$ cat src/hdl/mfwb_pkg.sv
package mfwb_pkg;

  localparam int SAMPLE_W   = 16;
  localparam int BASELINE_W = 20;
  localparam int FRAC_BITS  = 4;
  localparam int WLEN_W     = 6;
  localparam int CFG_IDX_W  = 1;
  localparam int CFG_DATA_W = 16;

  typedef logic signed [SAMPLE_W-1:0]   sample_t;
  typedef logic signed [BASELINE_W-1:0] baseline_t;
  typedef logic [WLEN_W-1:0]            wlen_t;
  typedef logic [CFG_IDX_W-1:0]         cfg_idx_t;
  typedef logic [CFG_DATA_W-1:0]        cfg_data_t;

  // Register indexes on the configuration channel
  localparam cfg_idx_t REG_WINDOW_LEN     = 1'd0;
  localparam cfg_idx_t REG_MASK_THRESHOLD = 1'd1;

  localparam wlen_t   WLEN_RESET = 6'd16;
  localparam sample_t THR_RESET  = -16'sd40;

endpackage

$ cat src/hdl/mfwb_in_if.sv
interface mfwb_in_if;
  import mfwb_pkg::*;

  logic    valid;
  logic    ready;
  sample_t sample;
  logic    end_of_waveform;

  modport source (output valid, sample, end_of_waveform, input ready);
  modport sink (input valid, sample, end_of_waveform, output ready);
endinterface

$ cat src/hdl/mfwb_out_if.sv
interface mfwb_out_if;
  import mfwb_pkg::*;

  logic      valid;
  logic      ready;
  baseline_t baseline;
  logic      final_result;

  modport source (output valid, baseline, final_result, input ready);
  modport sink (input valid, baseline, final_result, output ready);
endinterface

$ cat src/hdl/mfwb_cfg_if.sv
interface mfwb_cfg_if;
  import mfwb_pkg::*;

  logic      valid;
  logic      ready;
  cfg_idx_t  index;
  cfg_data_t data;

  modport source (output valid, index, data, input ready);
  modport sink (input valid, index, data, output ready);
endinterface

$ cat src/hdl/mfwb_ring.sv
module mfwb_ring #(
  parameter int DEPTH  = 32,
  parameter int ADDR_W = 5,
  parameter int DATA_W = 16
) (
  input  logic              clk,
  input  logic              wr_en,
  input  logic [ADDR_W-1:0] wr_addr,
  input  logic [DATA_W-1:0] wr_data,
  input  logic              rd_en,
  input  logic [ADDR_W-1:0] rd_addr,
  output logic [DATA_W-1:0] rd_data
);

  logic [DATA_W-1:0] mem [DEPTH];

  always_ff @(posedge clk) begin
    if (wr_en) begin
      mem[wr_addr] <= wr_data;
    end
  end

  always_ff @(posedge clk) begin
    if (rd_en) begin
      rd_data <= mem[rd_addr];
    end
  end

endmodule

$ cat src/hdl/mfwb_div.sv
module mfwb_div #(
  parameter int DVD_W = 25,
  parameter int DVS_W = 6
) (
  input  logic                    clk,
  input  logic                    rst,
  input  logic                    start,
  input  logic signed [DVD_W-1:0] dividend,
  input  logic [DVS_W-1:0]        divisor,
  output logic                    done,
  output logic signed [DVD_W-1:0] quotient
);

  localparam int CNT_W = $clog2(DVD_W + 1);

  logic             busy;
  logic [CNT_W-1:0] cnt;
  logic             neg;
  logic [DVD_W-1:0] q;
  logic [DVS_W-1:0] rem;
  logic [DVS_W-1:0] dvs;
  logic [DVS_W:0]   rem_sh;
  logic             fits;

  // One quotient bit per cycle, restoring on magnitudes
  assign rem_sh = {rem, q[DVD_W-1]};
  assign fits   = rem_sh >= {1'b0, dvs};

  always_ff @(posedge clk) begin
    if (rst) begin
      busy <= 1'b0;
      done <= 1'b0;
      cnt  <= '0;
    end else begin
      done <= busy && (cnt == CNT_W'(1));
      if (start) begin
        busy <= 1'b1;
        cnt  <= CNT_W'(DVD_W);
      end else if (busy) begin
        cnt <= cnt - 1'b1;
        if (cnt == CNT_W'(1)) begin
          busy <= 1'b0;
        end
      end
    end
  end

  always_ff @(posedge clk) begin
    if (start) begin
      neg <= dividend[DVD_W-1];
      q   <= dividend[DVD_W-1] ? (~dividend + 1'b1) : dividend;
      rem <= '0;
      dvs <= divisor;
    end else if (busy) begin
      if (fits) begin
        rem <= DVS_W'(rem_sh - {1'b0, dvs});
        q   <= {q[DVD_W-2:0], 1'b1};
      end else begin
        rem <= rem_sh[DVS_W-1:0];
        q   <= {q[DVD_W-2:0], 1'b0};
      end
    end
  end

  // Truncation toward zero: negate the magnitude quotient back
  assign quotient = neg ? -signed'(q) : signed'(q);

endmodule

$ cat src/hdl/masked_forward_window_baseline.sv
// Masked forward-window baseline. Each incoming signed sample is masked
// (kept when strictly below mask_threshold, else taken as zero) and pushed
// into a sample ring held in a single synchronous memory. Baseline i is the
// mean of masked samples i..i+W-1 (or i..last near the end of a waveform),
// truncated toward zero, with 4 fractional bits. A baseline is sent as
// soon as its window is full; the request carrying end_of_waveform flushes
// the shrinking tail windows, the last one flagged by final_result, so a
// waveform of n samples gives exactly n baselines. Window lengths of 0 act
// as 1, lengths above WINDOW_MAX act as WINDOW_MAX.
// Timing: one request is worked on at a time. A request that yields no
// baseline passes S_CHECK and returns to S_IDLE. Each baseline waits on
// the shared divider, which retires one quotient bit per cycle and
// dominates. When the window was shortened mid-waveform, the oldest W
// samples are re-summed from the ring memory at one read per cycle. A new
// request is taken while the previous baseline still waits at the output
// register. Configuration writes are always taken (cfg.ready is tied high)
// and must only be issued while the block is idle.
module masked_forward_window_baseline #(
  parameter int WINDOW_MAX = 32
) (
  input logic    clk,
  input logic    rst,
  mfwb_in_if.sink      samples,
  mfwb_out_if.source   results,
  mfwb_cfg_if.sink     cfg
);
  import mfwb_pkg::*;

  localparam int PTR_W = (WINDOW_MAX > 1) ? $clog2(WINDOW_MAX) : 1;
  localparam int CNT_W = $clog2(WINDOW_MAX + 1);
  localparam int SUM_W = SAMPLE_W + $clog2(WINDOW_MAX);
  localparam int DVD_W = SUM_W + FRAC_BITS;

  // Sequencer states
  localparam logic [2:0] S_IDLE   = 3'd0;
  localparam logic [2:0] S_CHECK  = 3'd1;
  localparam logic [2:0] S_READ   = 3'd2;
  localparam logic [2:0] S_DSTART = 3'd3;
  localparam logic [2:0] S_DWAIT  = 3'd4;
  localparam logic [2:0] S_OUT    = 3'd5;

  // Configuration registers
  wlen_t   window_len;
  sample_t mask_threshold;

  // Block state
  logic [2:0]              state;
  logic [PTR_W-1:0]        wp;
  logic [CNT_W-1:0]        fill;
  logic signed [SUM_W-1:0] sum;
  logic                    last_flag;
  logic [CNT_W-1:0]        w_cur;

  // Per-baseline working registers
  logic [CNT_W-1:0]        k;
  logic                    use_sum;
  logic [CNT_W-1:0]        need;
  logic [CNT_W-1:0]        issued;
  logic [CNT_W-1:0]        recv;
  logic [PTR_W-1:0]        rd_ptr;
  logic                    rd_pend;
  logic signed [SUM_W-1:0] acc;
  sample_t                 oldest_val;

  // Output register
  logic      out_valid;
  baseline_t out_baseline;
  logic      out_final;

  // Memory and divider hookups
  logic                    accept;
  sample_t                 masked;
  logic                    rd_en;
  logic [SAMPLE_W-1:0]     rd_data;
  sample_t                 rd_sample;
  logic                    div_start;
  logic signed [DVD_W-1:0] div_dividend;
  logic                    div_done;
  logic signed [DVD_W-1:0] div_quot;

  logic [CNT_W-1:0]        w_eff;
  logic [PTR_W-1:0]        oldest;
  logic [CNT_W:0]          wp_x;
  logic [CNT_W:0]          fill_x;
  logic [WLEN_W:0]         wl_x;
  logic                    out_free;
  logic                    out_load;

  assign cfg.ready     = 1'b1;
  assign samples.ready = (state == S_IDLE);
  assign accept        = samples.valid && (state == S_IDLE);

  // Mask: keep only samples strictly below the threshold
  assign masked = (samples.sample < mask_threshold) ? samples.sample : '0;

  // Clamp the configured window into 1..WINDOW_MAX
  always_comb begin
    wl_x = {1'b0, window_len};
    if (window_len == '0) begin
      w_eff = CNT_W'(1);
    end else if (wl_x > (WLEN_W + 1)'(WINDOW_MAX)) begin
      w_eff = CNT_W'(WINDOW_MAX);
    end else begin
      w_eff = CNT_W'(wl_x);
    end
  end

  // Oldest held slot: write pointer minus fill, modulo the ring depth
  always_comb begin
    wp_x   = (CNT_W + 1)'(wp);
    fill_x = (CNT_W + 1)'(fill);
    if (wp_x >= fill_x) begin
      oldest = PTR_W'(wp_x - fill_x);
    end else begin
      oldest = PTR_W'(wp_x + (CNT_W + 1)'(WINDOW_MAX) - fill_x);
    end
  end

  assign rd_en        = (state == S_READ) && (issued < need);
  assign rd_sample    = signed'(rd_data);
  assign div_start    = (state == S_DSTART);
  assign div_dividend = {(use_sum ? sum : acc), {FRAC_BITS{1'b0}}};
  assign out_free     = !out_valid || results.ready;
  assign out_load     = (state == S_OUT) && out_free;

  mfwb_ring #(
    .DEPTH  (WINDOW_MAX),
    .ADDR_W (PTR_W),
    .DATA_W (SAMPLE_W)
  ) u_ring (
    .clk     (clk),
    .wr_en   (accept),
    .wr_addr (wp),
    .wr_data (masked),
    .rd_en   (rd_en),
    .rd_addr (rd_ptr),
    .rd_data (rd_data)
  );

  mfwb_div #(
    .DVD_W (DVD_W),
    .DVS_W (CNT_W)
  ) u_div (
    .clk      (clk),
    .rst      (rst),
    .start    (div_start),
    .dividend (div_dividend),
    .divisor  (k),
    .done     (div_done),
    .quotient (div_quot)
  );

  // Configuration writes
  always_ff @(posedge clk) begin
    if (rst) begin
      window_len     <= WLEN_RESET;
      mask_threshold <= THR_RESET;
    end else if (cfg.valid) begin
      unique case (cfg.index)
        REG_WINDOW_LEN:     window_len     <= cfg.data[WLEN_W-1:0];
        REG_MASK_THRESHOLD: mask_threshold <= signed'(cfg.data);
      endcase
    end
  end

  // Sequencer: push the request, then emit and drop while windows are full, or flush the tail at end of waveform
  always_ff @(posedge clk) begin
    if (rst) begin
      state     <= S_IDLE;
      wp        <= '0;
      fill      <= '0;
      sum       <= '0;
      rd_pend   <= 1'b0;
      out_valid <= 1'b0;
    end else begin
      rd_pend <= rd_en;
      // Load a new baseline, or drop the one just taken
      if (out_load) begin
        out_valid <= 1'b1;
      end else if (results.ready) begin
        out_valid <= 1'b0;
      end
      unique case (state)
        S_IDLE: begin
          if (accept) begin
            wp        <= (wp == PTR_W'(WINDOW_MAX - 1)) ? '0 : wp + 1'b1;
            fill      <= fill + 1'b1;
            sum       <= sum + SUM_W'(masked);
            last_flag <= samples.end_of_waveform;
            w_cur     <= w_eff;
            state     <= S_CHECK;
          end
        end
        S_CHECK: begin
          // Pick the next window length, or finish this request
          issued <= '0;
          recv   <= '0;
          acc    <= '0;
          rd_ptr <= oldest;
          if (!last_flag) begin
            if (fill >= w_cur) begin
              k       <= w_cur;
              use_sum <= (w_cur == fill);
              need    <= (w_cur == fill) ? CNT_W'(1) : w_cur;
              state   <= S_READ;
            end else begin
              state <= S_IDLE;
            end
          end else if (fill != '0) begin
            k       <= (fill < w_cur) ? fill : w_cur;
            use_sum <= (fill <= w_cur);
            need    <= (fill <= w_cur) ? CNT_W'(1) : w_cur;
            state   <= S_READ;
          end else begin
            sum   <= '0;
            state <= S_IDLE;
          end
        end
        S_READ: begin
          // Stream reads from the oldest slot; the first one is the sample to drop
          if (rd_en) begin
            issued <= issued + 1'b1;
            rd_ptr <= (rd_ptr == PTR_W'(WINDOW_MAX - 1)) ? '0 : rd_ptr + 1'b1;
          end
          if (rd_pend) begin
            acc  <= acc + SUM_W'(rd_sample);
            recv <= recv + 1'b1;
            if (recv == '0) begin
              oldest_val <= rd_sample;
            end
            if (recv + 1'b1 == need) begin
              state <= S_DSTART;
            end
          end
        end
        S_DSTART: begin
          state <= S_DWAIT;
        end
        S_DWAIT: begin
          if (div_done) begin
            state <= S_OUT;
          end
        end
        S_OUT: begin
          // Hold until the output register frees up, then send and drop oldest
          if (out_free) begin
            out_baseline <= div_quot[BASELINE_W-1:0];
            out_final    <= last_flag && (fill == CNT_W'(1));
            sum          <= sum - SUM_W'(oldest_val);
            fill         <= fill - 1'b1;
            state        <= S_CHECK;
          end
        end
        default: begin
          state <= S_IDLE;
        end
      endcase
    end
  end

  assign results.valid        = out_valid;
  assign results.baseline     = out_baseline;
  assign results.final_result = out_final;

endmodule

$ cat src/flat_wrapper.sv
// flat-port wrapper written by rule: the top's interface ports become plain ports
module masked_forward_window_baseline_flat import mfwb_pkg::*;
#(
  parameter int WINDOW_MAX = 32
)
  (clk, rst, samples_valid, samples_sample, samples_end_of_waveform, samples_ready, results_valid, results_baseline, results_final_result, results_ready, cfg_valid, cfg_index, cfg_data, cfg_ready);
  mfwb_in_if samples_i ();
  mfwb_out_if results_i ();
  mfwb_cfg_if cfg_i ();
  input logic clk;
  input logic rst;
  input wire logic [$bits(samples_i.valid)-1:0] samples_valid;
  input wire logic [$bits(samples_i.sample)-1:0] samples_sample;
  input wire logic [$bits(samples_i.end_of_waveform)-1:0] samples_end_of_waveform;
  output wire logic [$bits(samples_i.ready)-1:0] samples_ready;
  output wire logic [$bits(results_i.valid)-1:0] results_valid;
  output wire logic [$bits(results_i.baseline)-1:0] results_baseline;
  output wire logic [$bits(results_i.final_result)-1:0] results_final_result;
  input wire logic [$bits(results_i.ready)-1:0] results_ready;
  input wire logic [$bits(cfg_i.valid)-1:0] cfg_valid;
  input wire logic [$bits(cfg_i.index)-1:0] cfg_index;
  input wire logic [$bits(cfg_i.data)-1:0] cfg_data;
  output wire logic [$bits(cfg_i.ready)-1:0] cfg_ready;
  assign samples_i.valid = samples_valid;
  assign samples_i.sample = samples_sample;
  assign samples_i.end_of_waveform = samples_end_of_waveform;
  assign samples_ready = samples_i.ready;
  assign results_valid = results_i.valid;
  assign results_baseline = results_i.baseline;
  assign results_final_result = results_i.final_result;
  assign results_i.ready = results_ready;
  assign cfg_i.valid = cfg_valid;
  assign cfg_i.index = cfg_index;
  assign cfg_i.data = cfg_data;
  assign cfg_ready = cfg_i.ready;
  masked_forward_window_baseline #(.WINDOW_MAX(WINDOW_MAX)) u_core (.clk(clk), .rst(rst), .samples(samples_i), .results(results_i), .cfg(cfg_i));
endmodule
$ cat config.mk
export PLATFORM = sky130hd
export DESIGN_NAME = masked_forward_window_baseline_flat
export DESIGN_NICKNAME = d
export VERILOG_FILES = /design/src/hdl/mfwb_pkg.sv /design/src/hdl/mfwb_in_if.sv /design/src/hdl/mfwb_out_if.sv /design/src/hdl/mfwb_cfg_if.sv /design/src/hdl/mfwb_ring.sv /design/src/hdl/mfwb_div.sv /design/src/hdl/masked_forward_window_baseline.sv /design/src/flat_wrapper.sv
export SDC_FILE = /design/constraint.sdc
export NUM_CORES = 1
export LEC_CHECK = 0
export BUFFER_PORTS_ARGS = -buffer_cell sky130_fd_sc_hd__buf_2
export CORE_ASPECT_RATIO = 1.4
export CORE_MARGIN = 2
export CORE_UTILIZATION = 61
export CTS_CLUSTER_DIAMETER = 100
export DETAILED_ROUTE_END_ITERATION = 16
export PLACE_DENSITY = 0.78
export REMOVE_ABC_BUFFERS = 1
export SLEW_MARGIN = 0
export SYNTH_ARGS = -nofsm -noshare
export SYNTH_HDL_FRONTEND = slang
export SYNTH_SLANG_ARGS = --single-unit
$ cat constraint.sdc
create_clock -name clk -period 7.35 [get_ports clk]
set_input_delay 0.735 -clock clk [delete_from_list [all_inputs] [get_ports clk]]
set_output_delay 0.735 -clock clk [all_outputs]
set_load 0.01 [all_outputs]
==> results.ini, run 1 <==
[outcome]
status=finished, final reports clean

[setup_path]
critPathCaptureType=flip-flop
r2r_slack_ps=1870
reg2reg_depth=22
cp_max_fo=10
crit_path_end=u_core.sum[20]
required_ps=7880
crit_type=reg2reg
worstReg2RegStart=u_core.mask_threshold[15]
reg2reg_to=u_core.sum[20]
crit_arrival_ps=6010
start_kind=flip-flop
critPathLaunch=u_core.mask_threshold[15]

[finish]
seq_area_um2=21100
diodes=0
n_fill_cell=3720
drive_above_1_share_pct=12.2
nets=2600
final_cell_count_no_fill=3224
fin_util_pct=67.9
multi_input_area_um2=10900
area_growth_pct=10.2

[global_routing]
globalRoute.busiestLayer=met2
grt_use_total_pct=27.8
grtUsageMet2_pct=50.3
grt_max_degree=112
grt_pass1_vias=20500
met1_usage_pct=32.1
grt_use_met3_pct=4.09
grt_pass1_wl_um=116000
overflow=0
antenna_found_initial=0

[logic_synthesis]
yosysTopAreaCell=edfxtp_1
ys_seq_area_share_pct=64.6
ys.flop_type=edfxtp_1
yosys.area.top_type_share_pct=60.2
synth-seq-cells=727
ys_warn_count=0
synthTopCellsByCount=edfxtp_1, nor2_1, nand2_1, mux2i_1, o21ai_0
synth_most_common_cell=edfxtp_1
async_reset_ff_share_pct=0
synth_area_leaders=edfxtp_1, mux2i_1, dfxtp_1
synth.distinct_cells=72
synth_area_um2=32700
synth-edff-count=655
synth.avg_cell_area_um2=13.7
netlist_instances=2383

[pwr]
p_leak_nw=12.9
power_density_nw_per_um2=329
ir_worst_vdd_mv=0.237

[cts]
numCtsBuffers=68
cts_max_path_buffers=3
post_cts_resize_count=0
cts_hold_buf=0
clk_pin_slew_ps=60
cts_root_buf=clkbuf_16
cts_setup_buffers=0
clk_latency_ps=610
h-tree-depth=3
tritoncts=built
cts.sinks=727

[floorplanning]
num_rows=100
die_w_um=200
ios=63
dieArea_um2=55400
coreArea_um2=53100
initial_core_util_pct=61.6
dieHeight_um=278

[timing]
max_slew_margin_pct=14.1
setup_viol=0
slew_violations=0
setup_tns_ps=0
timing.final.crit_share_pct=74.5
period_needed_ps=5480
worst_pin_slew_ps=1290
setup_ws_ps=1870
finalClockSkew_ps=22.9
finalHoldViolations=0
max_freq_mhz=183
grt_setup_unrepaired=no

[routing]
wl_per_cell_um=23.4
drt_iter0_drc=1533
drc=0
num_vias=20200
vias_per_cell=6.27
drtPass1Iterations=6
detail-route-antenna-nets=0
routed_wl_um=75300

[placement]
dp.cells=3107
dp_slack_ps=1410
place.gp.congestion=0.897
io_buffers=61
dp_hpwl_um=48600

[job]
drv_cap=0

[worst_hold_path]
hold_class=in2reg

placed cells by master, fill, tap and decap left out, drive strengths merged, types with 21 or more instances in the layout:
cell and instances:
o21ai 137, nor2 226, nand2b 21, buf 121, and2 26, nand2 167, a21oi 101, inv 72
edfxtp 655, mux2i 158, xor2 38, xnor2 67, dfxtp 72, ha 94, mux4 64, clkbuf 91
and3 24, nor3 42, nand3 32, o221ai 49
where the power goes:
| part | internal (mW) | total, mW | switching, mW |
|---|---|---|---|
| registers | 4.91 | 5.15 | 0.236 |
| logic | 1.31 | 3.37 | 2.06 |
| clock network | 1.86 | 3.33 | 1.47 |
worst max-delay path, cell delays in order (launching register included):
cell	delay (ps)
dfxtp_1	340
inv_1	50
ha_1	300
nand4_1	130
o311ai_0	400
a21oi_1	180
a21o_1	250
nand2_1	110
ha_1	450
and2_1	260
a31oi_1	100
o211ai_1	110
o21ai_0	110
ha_1	360
and3_1	200
a211oi_1	240
nand3_1	190
a211oi_1	490
o21ai_0	210
a311oi_1	310
xor2_1	130
or3_1	320
a31oi_1	150
logic make-up (layout without fill, tap and decap cells):
| group | count (synthesis) | in the layout | synth area share (%) |
|---|---|---|---|
| fa+ha+maj | 98 | 98 | 3.85 |
| other cells | 1 | 1 | 0.0115 |
| mux | 225 | 225 | 9.36 |
| compound gates | 427 | 427 | 8.30 |
| xor+xnor | 105 | 105 | 2.82 |
| flops | 727 | 727 | 64.6 |
| buf+inv | 179 | 306 | 2.14 |
| simple gates | 621 | 621 | 8.89 |
per-layer routing:
layer  share of wire, %  vias up
met5                  0        -
met4                4.5        0
met3                5.3      208
met2                 54      738
met1                 37    10100
li1                   -     9192
sequential cells by signal (all words and copies together) (netlist names), 3 cells and up:
| signal | count |
|---|---|
| u_core.fill | 6 |
| u_core.recv | 6 |
| u_core.acc | 21 |
| u_core.w_cur | 6 |
| u_core.oldest_val | 16 |
| u_core.k | 6 |
| u_core.need | 6 |
| u_core.issued | 6 |
| u_core.state | 3 |
| u_core.sum | 21 |
| u_core.u_div.rem | 6 |
| u_core.wp | 5 |
| u_core.u_div.cnt | 5 |
| u_core.results.baseline | 20 |
| u_core.u_ring.rd_data | 16 |
| u_core.rd_ptr | 5 |
| u_core.mask_threshold | 16 |
| u_core.u_div.dvs | 6 |
| u_core.window_len | 6 |
| u_core.u_ring.mem | 512 |
| u_core.u_div.q | 25 |
metrics by stage:
| step | hold WS [ps] | area (um2) | total power, mW |
|---|---|---|---|
| 2_1_floorplan | 400 | 32200 | 7.75 |
| 3_5_place_dp | 405 | 33900 | 8.55 |
| 5_1_grt | 320 | 36000 | 12.4 |
| 6_report | 346 | 36000 | 11.9 |
| 4_1_cts | 312 | 36000 | 11.9 |
| 3_3_place_gp | 402 | 33900 | 8.42 |
final cells by class:
class,count,area share (%)
Clock buffer,91,5.08
Multi-Input combinational cell,1477,30.3
Sequential cell,727,58.6
Tap cell,714,2.48
Timing Repair Buffer,121,2.13
Inverter,68,0.709
Clock inverter,26,0.629
worst min-delay path by stage:
stage,start,endpoint,cells after the start
after floorplan,u_core.k[0],u_core.u_div.dvs[0],0
after global placement,u_core.k[4],u_core.u_div.dvs[4],0
after detailed placement,u_core.k[5],u_core.u_div.dvs[5],0
after CTS,samples_end_of_waveform,u_core.last_flag,1
after global routing,samples_end_of_waveform,u_core.last_flag,1
final,samples_end_of_waveform,u_core.last_flag,1
Note: power is estimated with default switching activity, not from simulation.
==> inputs of run 2 (changes only) <==
CORE_UTILIZATION = 57   (was 61)
PLACE_DENSITY = 0.76   (was 0.78)
clock period = 4.48 ns   (was 7.35 ns; I/O delays follow)
==> run 2 against run 1 <==
Net effect: total power is 71% higher; combinational power is 82% higher; sequential share of layout area is 1.9 points lower; sequential power is 64% higher; critical path type unchanged; clock skew is 6.4 ps higher; cell count is 3.8% higher; worst hold slack worse by 300 ps; flip-flop and latch count stayed put; worst setup slack worse by 1800 ps; largest power group unchanged; maximum frequency is 24% higher; global-route usage is 2.3 points lower; non-clock buffer count is 99 higher.
==> results.ini, run 2 (synthesis results as in run 1) <==
[outcome]
status=finished, final reports clean

[finish]
top_register=u_core.u_ring.mem
drive_above_1_share_pct=17.7
mostFrequentLayoutCell=edfxtp_1
top_regs=u_core.u_ring.mem (512), u_core.u_div.q (25)
largest_register_ffs=512
n_fill_cell=3880
layout_common_cells=edfxtp_1, nor2_1, nand2_1
nets=2700
diodes=0
area_growth_pct=14.0

[routing]
drtPass1Iterations=5
wl_met1_um=27600
wl_per_cell_um=22.1
vias_per_cell=6.08
detail-route-antenna-nets=0
num_vias=20400
wl_met3_um=3390
drt_iter0_drc=1627
drc=0
top_layer_used=met4
route.met2.wl_um=39800
routed_wl_um=73900

[setup_path]
cp_slowest_cell=dfxtp_2
worstPathCellList=inv_2 -> ha_4 -> nand4_1 -> o311ai_2 -> a21oi_1 -> buf_4 -> a21o_4 -> nand2_4 -> ha_4 -> and2_4 -> a31oi_1 -> o211ai_1 -> o21ai_1 -> ha_1 -> and3_4 -> a211oi_4 -> nand3_2 -> a211oi_4 -> o21ai_2 -> a311oi_2 -> xor2_1 -> or3_1 -> a31oi_1
crit_arrival_ps=4940
required_ps=4990
crit_type=reg2reg
slowest_delay_ps=340
critPathLaunch=u_core.mask_threshold[15]
worstReg2RegStart=u_core.mask_threshold[15]
reg2reg_depth=23
cp_max_fo=5
critPathCaptureType=flip-flop
start_kind=flip-flop

[worst_hold_path]
hold_class=in2reg
min_from=samples_end_of_waveform
whs_path_depth=1

[job]
drv_cap=0

[global_routing]
grt_use_total_pct=25.5
grt_max_degree=81
grt_pass1_wl_um=115000
overflow=0
grt_pass1_vias=20900
antenna_found_initial=0

[timing]
slew_violations=0
finalHoldViolations=0
period_needed_ps=4430
setup_ws_ps=49.5
max_slew_margin_pct=20.2
max_freq_mhz=226
timing.final.crit_share_pct=98.9
setup_tns_ps=0
setup_viol=0
worst_pin_slew_ps=1200
finalClockSkew_ps=29.4
grt_setup_unrepaired=yes

[pwr]
ir_worst_vdd_mv=0.471
p_leak_nw=13.5
finalPower_mw=20.3
power_density_nw_per_um2=546

[floorplanning]
dieArea_um2=59300
coreArea_um2=56600
ios=63
num_rows=103
die_w_um=206
initial_core_util_pct=57.7
dieHeight_um=287

[placement]
place.gp.congestion=0.946
dp_slack_ps=-699
io_buffers=61
dp_hpwl_um=49300

[cts]
clk_latency_ps=610
tritoncts=built
cts_hold_buf=0
cts_root_buf=clkbuf_16
cts_max_path_buffers=3
cts.sinks=727
h-tree-depth=3
numCtsBuffers=69
clk_pin_slew_ps=60

run 2: changes by cell type in the layout (fill, tap and decap cells not counted), sizes merged:
cell      delta
clkinvlp     +4
inv          -3
clkbuf       -2
bufinv       +3
buf         +99
clkinv       +1
run 2: power by group:
group	internal [mW]	total, mW	switching [mW]
registers	8.06	8.43	0.369
logic	2.62	6.13	3.51
clock network	3.30	5.76	2.45
run 2: worst paths after layout:
path | endpoint | slack, ps
hold / removal | u_core.last_flag | 40
setup / recovery | u_core.sum[20] | 50
setup reg to reg | u_core.sum[20] | 50
hold reg to reg | u_core.u_div.dvs[4] | 420
run 2: area by class of cell:
cell class                 count  area (um2)  area share, %
clock buffer                  89        1870           5.01
inverter                      68         255          0.685
sequential                   727       21100           56.7
clock inverter                31         343          0.921
timing repair buffer         220        1550           4.15
tap                          735         920           2.47
multi-input combinational   1477       11200           30.0
run 2: stage by stage:
step                      instance area (um2)  cells  hold slack [ps]  util [%]
after detailed placement                34600   3212              405      61.2
final                                   37200   3347             42.5      65.8
after CTS                               37000   3342             18.3      65.4
after global routing                    37200   3347             27.6      65.8
after global placement                  34600   3212              400      61.2
after floorplan                         32200   2272              400         -
run 2: per-layer routing:
| layer | track usage [%] | vias up |
|---|---|---|
| li1 | - | 9390 |
| met1 | 29.6 | 10100 |
| met2 | 47.2 | 671 |
| met3 | 2.96 | 182 |
| met4 | 10.7 | 0 |
| met5 | 0 | - |
run 2: worst max-delay path: cells and delay by family, from the launching register on:
family / cells / cell delay [ps]
buffers and inverters: 2 / 220
XOR/XNOR: 1 / 120
flip-flops: 1 / 340
adder cells (fa/ha/maj): 3 / 720
AO/OA/AOI/OAI: 11 / 1900
AND/OR/NAND/NOR: 6 / 1070
run 2: what timing repair did:
action | in CTS | in global routing
setup endpoints to repair | 11 | 13
buffers inserted | 11 | 7
resized for setup | 35 | 42
gates cloned | 0 | 0
pin swaps | 16 | 31
==> inputs of run 3 (changes only) <==
CORE_ASPECT_RATIO = 1.5   (was 1.4)
CORE_UTILIZATION = 30   (was 57)
PLACE_DENSITY = unset   (was 0.76)
==> run 3 against run 2 <==
Net effect: critical path depth shrank 1; worst setup slack better by 23 ps; non-clock buffer count grew 14; sequential power is 0.5% higher; core utilization shrank 30 points; register-to-register slack better by 20 ps; worst hold slack improved by 51 ps; cell count up 22%; final area grew 3.5%; combinational power is 0.7% lower.
==> results.ini, run 3 (synthesis results as in run 1) <==
[outcome]
status=finished, final reports clean

[finish]
fin_util_pct=35.6
nets=2721
mostFrequentLayoutCell=edfxtp_1
layout_common_cells=edfxtp_1, nor2_1, buf_4
largest_register_ffs=512
drive_above_1_share_pct=18.9
top_regs=u_core.u_ring.mem (512), u_core.u_div.q (25)
area_growth_pct=18.0
top_register=u_core.u_ring.mem

[timing]
finalClockSkew_ps=27.5
setup_viol=0
max_slew_margin_pct=23.6
setup_ws_ps=72.7
period_needed_ps=4410
finalHoldViolations=0
grt_setup_unrepaired=yes
worst_pin_slew_ps=1150
max_freq_mhz=227
timing.final.crit_share_pct=98.4
slew_violations=0

[routing]
wl_per_cell_um=19.3
vias_per_cell=4.89
num_vias=19900
drt_iter0_drc=1431
routed_wl_um=78700
detail-route-antenna-nets=0
drc=0
drtPass1Iterations=5

[cts]
cts_root_buf=clkbuf_16
cts_max_path_buffers=3
clk_pin_slew_ps=60
clk_latency_ps=640
cts.sinks=727
numCtsBuffers=76
tritoncts=built
h-tree-depth=3

[global_routing]
overflow=0
grt_pass1_vias=20500
grt_use_total_pct=14.2
antenna_found_initial=4
grt_max_degree=71
grt_pass1_wl_um=121000

[floorplanning]
dieArea_um2=112000
dieHeight_um=408
die_w_um=273
num_rows=148
initial_core_util_pct=30.2
coreArea_um2=108000
ios=63

[placement]
io_buffers=61
dp_hpwl_um=54300
place.gp.congestion=0.840
dp_slack_ps=-853

[setup_path]
crit_type=reg2reg
start_kind=flip-flop
crit_arrival_ps=4970
cp_max_fo=4
required_ps=5040
critPathCaptureType=flip-flop

[pwr]
power.clock.fraction_pct=30.2
power_density_nw_per_um2=541
p_seq_share_pct=40.6
comb_power_share_pct=29.2
p_leak_nw=13.7
intPower_mw=14.3
p_switching_mw=6.52
ir_worst_vdd_mv=0.329
swShare_pct=31.3

[worst_hold_path]
hold_class=in2reg

[job]
drv_cap=0

==> run 3: final cells by class <==
class                      count  area (um2)
fill                       10400       69800
sequential                   727       21100
multi-input combinational   1477       11200
clock buffer                  85        1970
tap                         1425        1780
timing repair buffer         234        1680
clock inverter                53         514
inverter                      68         255
antenna                        1        2.50
==> run 3: worst paths after layout <==
| path | from | endpoint | slack [ps] | cells past startpoint |
|---|---|---|---|---|
| setup / recovery | u_core.mask_threshold[14] | u_core.sum[20] | 70 | 22 |
| hold / removal | cfg_data[0] | u_core.window_len[0] | 90 | 3 |
| setup reg to reg | u_core.mask_threshold[14] | u_core.sum[20] | 70 | 22 |
| hold reg to reg | u_core.k[4] | u_core.u_div.dvs[4] | 420 | 0 |
==> run 3: timing repair <==
| action | 4_1_cts | 5_1_grt |
|---|---|---|
| pin swaps | 20 | 46 |
| hold endpoints to repair | 2 | 0 |
| setup endpoints to repair | 11 | 11 |
| setup buffers | 11 | 5 |
| resized for setup | 42 | 41 |
| hold buffers | 2 | 0 |
==> run 3: worst max-delay path, cell delays in order, from the launching register on <==
cell	delay (ps)
dfxtp_2	330
inv_2	40
ha_4	250
nand4_1	150
o311ai_2	370
a21oi_4	120
a21o_4	280
nand2_4	90
ha_4	160
buf_4	120
o21a_1	110
o211ai_1	80
o21ai_1	130
ha_2	320
and3_4	150
a211oi_2	210
nand3_2	140
a211oi_2	310
o21ai_2	100
a311oi_2	260
xor2_1	110
or3_1	310
a31oi_1	150
==> run 3: power groups by stage <==
| stage | logic (mW) | registers, mW | clock network (mW) |
|---|---|---|---|
| after detailed placement | 5.82 | 8.60 | 0 |
| after global placement | 5.76 | 8.60 | 0 |
| after CTS | 6.01 | 8.47 | 6.48 |
| after floorplan | 3.99 | 8.72 | 0 |
| final | 6.09 | 8.47 | 6.31 |
| after global routing | 6.78 | 8.52 | 6.71 |
==> run 3: per-layer routing <==
layer | GRT usage, % | up-vias | part of all wire (%)
met5 | 0 | - | 0
met2 | 25.8 | 453 | 52
li1 | - | 9438 | -
met3 | 2.00 | 139 | 5.0
met1 | 16.9 | 9880 | 40
met4 | 4.88 | 0 | 2.8
==> run 3: metrics by stage <==
step	setup TNS (ps)	cell area [um2]	total power, mW	instances	hold WS (ps)
after floorplan	-76230	32200	12.7	2272	400
after CTS	-25.1	38400	21.0	4070	44.8
after global routing	-405	38500	22.0	4069	81.8
after global placement	-6120	35600	14.4	3920	403
final	0	38500	20.9	4070	93.0
after detailed placement	-7030	35600	14.4	3920	407
